`config.mk`:
```
export PLATFORM = sky130hd
export DESIGN_NAME = dma_burst_size_planner_unit
export DESIGN_NICKNAME = d
export VERILOG_FILES = /design/src/hw/rtl/dbsp_pkg.sv /design/src/hw/rtl/dbsp_div_cell.sv /design/src/hw/rtl/dma_burst_size_planner_unit.sv
export SDC_FILE = /design/constraint.sdc
export NUM_CORES = 2
export LEC_CHECK = 0
export BUFFER_PORTS_ARGS = -buffer_cell sky130_fd_sc_hd__buf_2
export CORE_UTILIZATION = 60
export CTS_CLUSTER_SIZE = 30
export DETAILED_ROUTE_END_ITERATION = 10
export PLACE_DENSITY = 0.82
export RECOVER_POWER = 50
export SYNTH_ARGS = -nofsm -noshare
export SYNTH_HDL_FRONTEND = slang
export SYNTH_SLANG_ARGS = --single-unit
```
`constraint.sdc`:
```
create_clock -name clk -period 44.6 [get_ports clk]
set_input_delay 4.46 -clock clk [delete_from_list [all_inputs] [get_ports clk]]
set_output_delay 4.46 -clock clk [all_outputs]
set_load 0.02 [all_outputs]
```
`src/hw/rtl/dbsp_pkg.sv`:
```
`timescale 1ns / 1ps

package dbsp_pkg;

  // register indexes on the configuration port
  typedef enum logic [2:0] {
    REG_THRESHOLD_SIZE64 = 3'd0,
    REG_THRESHOLD_SIZE32 = 3'd1,
    REG_THRESHOLD_SIZE16 = 3'd2,
    REG_THRESHOLD_SIZE8  = 3'd3,
    REG_FIXED_SIZE       = 3'd4,
    REG_MAX_SIZE         = 3'd5,
    REG_WRITE_BASE_ADDR  = 3'd6,
    REG_READ_BASE_ADDR   = 3'd7
  } reg_index_t;

  localparam logic [7:0] SIZE_64 = 8'd64;
  localparam logic [7:0] SIZE_32 = 8'd32;
  localparam logic [7:0] SIZE_16 = 8'd16;
  localparam logic [7:0] SIZE_8  = 8'd8;
  localparam logic [7:0] SIZE_4  = 8'd4;

  // item data that rides alongside the divider through every cell
  typedef struct packed {
    logic        valid;
    logic [7:0]  size;
    logic [31:0] addr;
  } side_t;

  // threshold cascade over 64, 32, 16 and 8 words, falling back to 4
  function automatic logic [7:0] cascade(
    input logic [15:0] w,
    input logic [15:0] t64,
    input logic [15:0] t32,
    input logic [15:0] t16,
    input logic [15:0] t8
  );
    logic [5:0] r64;
    logic [4:0] r32;
    logic [3:0] r16;
    logic [2:0] r8;
    logic [7:0] res;
    r64 = w[5:0];
    r32 = w[4:0];
    r16 = w[3:0];
    r8  = w[2:0];
    if (w >= t64 || r64 == 6'd0 || (w > (t64 >> 1) && r64 <= 6'd16) ||
        (w > (t64 >> 2) && r64 <= 6'd8)) begin
      res = SIZE_64;
    end else if (w >= t32 || r32 == 5'd0 || (w > (t32 >> 1) && r32 <= 5'd8) ||
                 (w > (t32 >> 2) && r32 <= 5'd4)) begin
      res = SIZE_32;
    end else if (w >= t16 || r16 == 4'd0 || (w > (t16 >> 1) && r16 == 4'd4)) begin
      res = SIZE_16;
    end else if (w >= t8 || r8 == 3'd0) begin
      res = SIZE_8;
    end else begin
      res = SIZE_4;
    end
    return res;
  endfunction

endpackage

```
`src/hw/rtl/dbsp_div_cell.sv`:
```
`timescale 1ns / 1ps

// one restoring-division step: settles quotient bit IDX
module dbsp_div_cell #(
  parameter int DW  = 16,
  parameter int IDX = 15
) (
  input  logic            clk,
  input  logic            rst,
  input  logic            adv,
  input  dbsp_pkg::side_t side_in,
  input  logic [DW-1:0]   num_in,
  input  logic [DW-1:0]   rem_in,
  input  logic [DW-1:0]   quo_in,
  output dbsp_pkg::side_t side_out,
  output logic [DW-1:0]   num_out,
  output logic [DW-1:0]   rem_out,
  output logic [DW-1:0]   quo_out
);

  logic [DW:0]   trial;
  logic [DW:0]   divisor;
  logic          fits;
  logic [DW:0]   diff;
  logic [DW-1:0] rem_next;
  logic [DW-1:0] quo_next;

  always_comb begin
    trial    = {rem_in, num_in[IDX]};
    divisor  = (DW + 1)'(side_in.size);
    fits     = (trial >= divisor);
    diff     = trial - divisor;
    rem_next = fits ? diff[DW-1:0] : trial[DW-1:0];
    quo_next = quo_in;
    quo_next[IDX] = fits;
  end

  always_ff @(posedge clk) begin
    if (adv) begin
      side_out.size <= side_in.size;
      side_out.addr <= side_in.addr;
      num_out       <= num_in;
      rem_out       <= rem_next;
      quo_out       <= quo_next;
    end
    if (rst) begin
      side_out.valid <= 1'b0;
    end else if (adv) begin
      side_out.valid <= side_in.valid;
    end
  end

endmodule

```
`src/hw/rtl/dma_burst_size_planner_unit.sv`:
```
`timescale 1ns / 1ps

// dma burst size planner: takes one transfer request per cycle while in_stall is
// low and returns its packet size, packet count, leftover words and device start
// address. an item is accepted on in_valid with in_stall low; it passes the front
// stage register and then each division cell in turn, and the result appears on
// out_valid and holds while out_stall is high. the rate is set by a chain of
// division cells, one per quotient bit, that all advance together; the whole
// chain freezes only while a finished result is stalled at the output. the first
// stage picks the size (threshold cascade, fixed-size override, clamp to
// max_size) and forms the start address. configuration writes are always taken
// (cfg_ready is tied high) and must only happen while no item is in flight. a
// packet size of zero reports count 0 and leftover equal to the (masked) word count.
module dma_burst_size_planner_unit #(
  parameter int COUNT_BITS = 16
) (
  input  logic        clk,
  input  logic        rst,
  // request channel
  input  logic        in_valid,
  output logic        in_stall,
  input  logic        func,
  input  logic [15:0] word_count,
  input  logic [15:0] word_offset,
  // result channel
  output logic        out_valid,
  input  logic        out_stall,
  output logic [7:0]  packet_size,
  output logic [15:0] packet_count,
  output logic [15:0] leftover_words,
  output logic [31:0] start_address,
  // configuration write channel
  input  logic        cfg_valid,
  output logic        cfg_ready,
  input  logic [2:0]  cfg_index,
  input  logic [31:0] cfg_data
);

  // divider width: word count is taken in its low min(COUNT_BITS,16) bits
  localparam int DW = (COUNT_BITS < 16) ? COUNT_BITS : 16;

  // configuration registers
  logic [15:0] threshold_size64;
  logic [15:0] threshold_size32;
  logic [15:0] threshold_size16;
  logic [15:0] threshold_size8;
  logic [7:0]  fixed_size;
  logic [7:0]  max_size;
  logic [31:0] write_base_addr;
  logic [31:0] read_base_addr;

  assign cfg_ready = 1'b1;

  always_ff @(posedge clk) begin
    if (rst) begin
      threshold_size64 <= 16'd2048;
      threshold_size32 <= 16'd1024;
      threshold_size16 <= 16'd512;
      threshold_size8  <= 16'd64;
      fixed_size       <= 8'd0;
      max_size         <= 8'd64;
      write_base_addr  <= 32'd0;
      read_base_addr   <= 32'd0;
    end else if (cfg_valid && cfg_ready) begin
      case (dbsp_pkg::reg_index_t'(cfg_index))
        dbsp_pkg::REG_THRESHOLD_SIZE64: threshold_size64 <= cfg_data[15:0];
        dbsp_pkg::REG_THRESHOLD_SIZE32: threshold_size32 <= cfg_data[15:0];
        dbsp_pkg::REG_THRESHOLD_SIZE16: threshold_size16 <= cfg_data[15:0];
        dbsp_pkg::REG_THRESHOLD_SIZE8:  threshold_size8  <= cfg_data[15:0];
        dbsp_pkg::REG_FIXED_SIZE:       fixed_size       <= cfg_data[7:0];
        dbsp_pkg::REG_MAX_SIZE:         max_size         <= cfg_data[7:0];
        dbsp_pkg::REG_WRITE_BASE_ADDR:  write_base_addr  <= cfg_data;
        dbsp_pkg::REG_READ_BASE_ADDR:   read_base_addr   <= cfg_data;
        default: ;
      endcase
    end
  end

  // whole chain moves unless a finished result is held at the output
  logic adv;
  assign adv      = !(out_valid && out_stall);
  assign in_stall = !adv;

  // size selection and address
  logic [DW-1:0] words;
  logic [7:0]    casc_size;
  logic [7:0]    pick_size;
  logic [7:0]    size_next;
  logic [31:0]   addr_next;

  always_comb begin
    words     = word_count[DW-1:0];
    casc_size = dbsp_pkg::cascade(16'(words), threshold_size64, threshold_size32,
                                  threshold_size16, threshold_size8);
    pick_size = (fixed_size != 8'd0) ? fixed_size : casc_size;
    size_next = (pick_size > max_size) ? max_size : pick_size;
    addr_next = (func ? read_base_addr : write_base_addr) + {14'd0, word_offset, 2'b00};
  end

  // front stage register feeding the division chain
  dbsp_pkg::side_t side_s [DW+1];
  logic [DW-1:0]   num_s  [DW+1];
  logic [DW-1:0]   rem_s  [DW+1];
  logic [DW-1:0]   quo_s  [DW+1];

  always_ff @(posedge clk) begin
    if (adv) begin
      side_s[0].size <= size_next;
      side_s[0].addr <= addr_next;
      num_s[0]       <= words;
      rem_s[0]       <= '0;
      quo_s[0]       <= '0;
    end
    if (rst) begin
      side_s[0].valid <= 1'b0;
    end else if (adv) begin
      side_s[0].valid <= in_valid;
    end
  end

  // cell i settles quotient bit DW-1-i, most significant first
  for (genvar i = 0; i < DW; i++) begin : g_cell
    dbsp_div_cell #(
      .DW  (DW),
      .IDX (DW - 1 - i)
    ) u_cell (
      .clk      (clk),
      .rst      (rst),
      .adv      (adv),
      .side_in  (side_s[i]),
      .num_in   (num_s[i]),
      .rem_in   (rem_s[i]),
      .quo_in   (quo_s[i]),
      .side_out (side_s[i+1]),
      .num_out  (num_s[i+1]),
      .rem_out  (rem_s[i+1]),
      .quo_out  (quo_s[i+1])
    );
  end

  // the last cell is the output register; a zero divisor yields all-ones
  // quotient and remainder equal to the dividend, so only the count is forced
  assign out_valid      = side_s[DW].valid;
  assign packet_size    = side_s[DW].size;
  assign start_address  = side_s[DW].addr;
  assign packet_count   = (side_s[DW].size == 8'd0) ? 16'd0 : 16'(quo_s[DW]);
  assign leftover_words = 16'(rem_s[DW]);

endmodule

```
# Word-level counts from Yosys, hierarchy flattened
# Index checks and enable logic that the tools add are counted.
classes:
  n_addsub: 17
  magnitude_cmp: 30
  n_eq_ne: 8
  mux: 24
  n_reduce_logical: 30
op_table:
  columns: ["operator", "count"]
  rows:
  - ["$mux 16", 16]
  - ["$ge 17x8->1", 15]
  - ["$sub 16x8->16", 15]
  - ["$ge 16x16->1", 4]
  - ["$gt 16x15->1", 3]
  - ["$add 32x18->32", 1]
  - ["$gt 16x14->1", 2]
  - ["$mux 32", 1]
  - ["$mux 8", 2]
  - ["$reduce_and 2->1", 8]
  - ["$eq 3x3->1 const B", 4]
  - ["$logic_or 1x1->1", 9]
  - ["$sub 1x8->9", 1]
  - ["$ge 1x8->1", 1]
  - ["$gt 8x8->1", 1]
  - ["$logic_not 8->1", 1]
  - ["$reduce_bool 8->1", 1]
  - ["$mux 7", 1]
  - ["$eq 3x2->1 const B", 2]
  - ["$le 6x4->1 const B", 1]
  - ["$le 6x5->1 const B", 1]
  - ["$logic_and 1x1->1", 6]
  - ["$logic_not 3->1", 2]
  - ["$logic_not 6->1", 1]
  - ["other kinds (10)", 10]
word_totals:
  reg_bits: 1362
  in_bits: 73

# Logic depth before layout (Yosys ltp)
depth:
  ltp_word: 9
  ltp_mapped: 19

# Cells and area by module
# A second synthesis with hierarchy kept.
unflattened:
  hier_cells: 4381
  area_unflattened_um2: 65930.7
modules_own_cells:
  columns: ["mod", "instances", "cells_each", "area_each_um2", "seq_area_each_um2"]
  rows:
  - ["dbsp_div_cell at g_cell[12].u_cell ...", 9, 185, 3347.0, 2662.6]
  - ["dbsp_div_cell at g_cell[0].u_cell ...", 5, 187, 3422.0, 2662.6]
  - ["dma_burst_size_planner_unit", 1, 1406, 11964.0, 4584.4]
  - ["dbsp_div_cell at g_cell[5].u_cell", 1, 191, 3390.8, 2662.6]
  - ["dbsp_div_cell at g_cell[11].u_cell", 1, 184, 3343.2, 2662.6]

# Least setup slack after synthesis
# OpenSTA, ideal clock, no wires.
synth_timing:
  kind: "input-to-reg"
  startpoint: "input out_stall"
  endpoint: "register, netlist name g_cell[0].u_cell.num_out[0]"
  setup_time_ns: 2.033
  arrival_ns: 37.073
  required_ns: 42.567
  setup_slack_ns: 5.494
  stages: 2
  path_cell_list: "nand2_1 -> clkbuf_1"
synth_via:
  elab_chain_cells: 1
synth_lines:
  columns: ["element", "line_no", "rtl"]
  rows:
  - ["from (decl)", "dma_burst_size_planner_unit.sv:27", "input logic out_stall,"]
  - ["$logic_and 1x1->1", "dma_burst_size_planner_unit.sv:81", "assign adv = !(out_valid && out_stall);"]
# Every way passes these cells.
# A chain may end at the register's enable or synchronous reset.

# Worst setup path in the final report
layout_timing:
  startpoint: "input out_stall"
  endpoint: "output in_stall"
layout_via:
  elab_chain_cells: 1
layout_lines:
  columns: ["element", "line_no", "rtl"]
  rows:
  - ["$logic_and 1x1->1", "dma_burst_size_planner_unit.sv:81", null]
  - ["to (decl)", "dma_burst_size_planner_unit.sv:21", "output logic in_stall,"]
# Every way passes these cells.

==> flow_metrics.py <==
metrics = {
    "synthesis": {
        "syn_inst": 4004,
        "synth_edf_count": 1201,
        "ys_ff_latch": 1362,
        "synth_nets": 4376,
        "yosysTopAreaCellShare": 0.6445,
        "syn_area_sq_um": 55950,
        "synth-main-ff-cell": "edfxtp_1",
        "synthTopCellsByArea": "edfxtp_1 (64%), ha_1 (6.3%), dfxtp_1 (5.8%)",
        "ys_seq_area_frac": 0.7021,
        "syn_area_per_cell_sq_um": 13.97,
        "synth_top_area_cell": "edfxtp_1",
        "ys_types": 78,
        "async_flop_share": 0,
        "yosys_warnings": 0,
    },
    "floorplan": {
        "die_y_microns": 307.4,
        "rows": 111,
        "die_w_microns": 307.4,
        "core-area_sq_um": 92080,
        "initial_utilization": 0.6077,
        "io_pins": 148,
        "die-area_sq_um": 94480,
    },
    "clock_network": {
        "cts_setup_buffers": 0,
        "cts_tree": "done",
        "numCtsBuffers": 137,
        "cts_hold_buf": 0,
        "cts_htree_levels": 4,
        "clk_pin_slew_ps": 60,
        "cts_resized": 0,
        "worstSkewPairLatency_ps": 750,
        "clock_path_buffers": 3,
        "clock_sinks": 1362,
        "ctsRootBufferMaster": "clkbuf_16",
    },
    "critical_path": {
        "required_ps": 40140,
        "critPathMaxFanout": 64,
        "critPathLaunchType": "primary input",
        "reg2regPathDepth": 5,
        "cp-end-kind": "primary output",
        "cp.arrival_ps": 8070,
        "path_class": "in -> out",
    },
    "worst_hold_path": {
        "hp-class": "reg -> reg",
        "min_path_cells": 0,
    },
    "sta": {
        "fin_skew_ps": 31.37,
        "slew_violations": 305,
        "slew_headroom": -1.814,
        "setup-violations-final": 0,
        "fin_crit_ps": 12530,
        "finalCritPeriodShare": 0.2810,
        "hold_viol": 0,
        "max_freq_ghz": 0.07979,
        "grt_setup_unrepaired": "no",
        "tns_ps": 0,
        "worstMarginPinSlew_ps": 4221,
        "holdWs_ps": 403.0,
    },
    "cells_and_area": {
        "final_area_sq_um": 62420,
        "layout.core_utilization": 0.6779,
        "drive_above_1_share": 0.09047,
        "nets": 4605,
        "syn_to_final_growth_pct": 11.56,
    },
    "grt": {
        "grt_pass1_wl_microns": 151200,
        "grt.total_usage": 0.2025,
        "grt_antenna_before_repair": 2,
        "grt_pass1_vias": 30350,
        "grt_start_max_net_pins": 223,
        "overflow": 0,
    },
    "run": {
        "max-cap-violations": 6,
    },
    "routing": {
        "dr.pass1.iters": 8,
        "route.detailed.drc": 0,
        "wl_per_cell_microns": 16.92,
        "antenna_left": 0,
        "vias": 30880,
        "wl_microns": 94570,
        "dr.first_iter.drc_count": 2198,
        "viasPerCell": 5.525,
    },
    "placed_design": {
        "placed_area_sq_um": 58150,
        "finalWeightedCongestion": 0.9279,
        "hpwlAfterDp_microns": 59610,
        "io_buffer_count": 146,
    },
    "power": {
        "p_leak_nw": 23.96,
        "p_per_area_nw_per_um2": 55.09,
        "ir_drop_mv": 0.04643,
    },
    "status": {
        "status": "finished with violations",
        "violations": "capacitance limit, slew limit",
    },
}
==> Yosys cell counts, drive strengths merged (7+ instances only) <==
| cell type | count |
|---|---|
| mux2i | 32 |
| and2 | 23 |
| inv | 271 |
| a21o | 49 |
| or2 | 14 |
| or3 | 24 |
| nand3 | 56 |
| fa | 16 |
| mux2 | 43 |
| o21ai | 141 |
| clkbuf | 74 |
| a2111oi | 7 |
| a211o | 13 |
| ha | 283 |
| a211oi | 21 |
| or4 | 19 |
| nand2b | 35 |
| a31oi | 11 |
| nor2 | 184 |
| nor2b | 49 |
| and3 | 9 |
| a21boi | 21 |
| nand4b | 7 |
| nor3 | 66 |
| o21a | 27 |
| o31ai | 8 |
| xnor2 | 109 |
| o21bai | 11 |
| nand4 | 37 |
| dfxtp | 161 |
| a21oi | 296 |
| edfxtp | 1201 |
| nor4 | 38 |
| o211ai | 16 |
| xor2 | 91 |
| nand2 | 466 |
| nand3b | 7 |
==> metrics by stage <==
stage	power [mW]	setup WS, ps	instances
after global placement	2.322	33980	5337
after global routing	3.611	31540	5587
after detailed placement	2.355	33980	5337
after CTS	3.468	33950	5587
after floorplan	2.196	5494	4004
final	3.439	32070	5588
==> flip-flops by register name (all words and copies together) (netlist names) <==
signal / cells
threshold_size16: 16
g_cell.u_cell.side_out: 656
g_cell.u_cell.quo_out: 136
threshold_size64: 16
num_s: 16
g_cell.u_cell.rem_out: 249
max_size: 8
threshold_size8: 16
write_base_addr: 32
g_cell.u_cell.num_out: 120
fixed_size: 8
threshold_size32: 16
read_base_addr: 32
side_s: 41
==> path summary, 6_finish.rpt <==
| check | startpoint | endpoint | slack (ps) |
|---|---|---|---|
| worst max-delay path | out_stall | in_stall | 32070 |
| worst min-delay path | g_cell[4].u_cell.quo_out[12] | g_cell[5].u_cell.quo_out[12] | 400 |
| worst max register to register | g_cell[15].u_cell.side_out[40] | g_cell[12].u_cell.rem_out[7] | 38220 |
| worst min register to register | g_cell[4].u_cell.quo_out[12] | g_cell[5].u_cell.quo_out[12] | 400 |
==> layout make-up <==
type / instances / area, sq um
well taps: 1243 / 1555
fillers: 6231 / 29660
diodes: 1 / 2.502
multi-input cells: 2290 / 15300
clock buffers: 185 / 3731
repair buffers: 170 / 895.9
flip-flops and latches: 1362 / 39290
clock inverters: 65 / 625.6
inverters: 272 / 1021
==> per-layer routing <==
metal / routed length, microns / track usage / vias up
li1: - / - / 15100
met2: 50090 / 0.3697 / 736
met1: 36930 / 0.2328 / 14820
met3: 4407 / 0.03524 / 217
met4: 3124 / 0.08759 / 2
met5: 13 / 0 / -
==> where the power goes <==
| part | switching, mW | internal [mW] | total, mW |
|---|---|---|---|
| clock | 0.474 | 0.624 | 1.10 |
| combinational | 0.352 | 0.273 | 0.625 |
| sequential | 0.101 | 1.61 | 1.72 |
| total | 0.927 | 2.51 | 3.44 |
==> cell usage in the layout (no fill, tap or decap), types with 38 or more instances in the layout <==
master / count
edfxtp_1: 1201
inv_1: 271
ha_1: 283
buf_2: 128
nand3_1: 56
clkbuf_16: 139
nor2_1: 182
nor3_1: 65
nand2_1: 466
dfxtp_1: 161
nor4_1: 38
a21oi_1: 296
nor2b_1: 49
clkbuf_1: 64
mux2_2: 43
xor2_1: 91
a21o_1: 49
xnor2_1: 109
o21ai_0: 141
==> critical path, cell delays in order <==
cell and delay, ps:
buf_2 100, nand2_1 1810, clkinv_1 1250, buf_2 440
==> cell families after synthesis <==
family | synth area share
compound gates | 0.06995
xor+xnor | 0.03131
fa+ha+maj | 0.06901
buf+inv | 0.02393
flops | 0.7021
mux | 0.01438
other cells | 0.00006702
simple gates | 0.08922
Power figures use the tool's default switching activity.
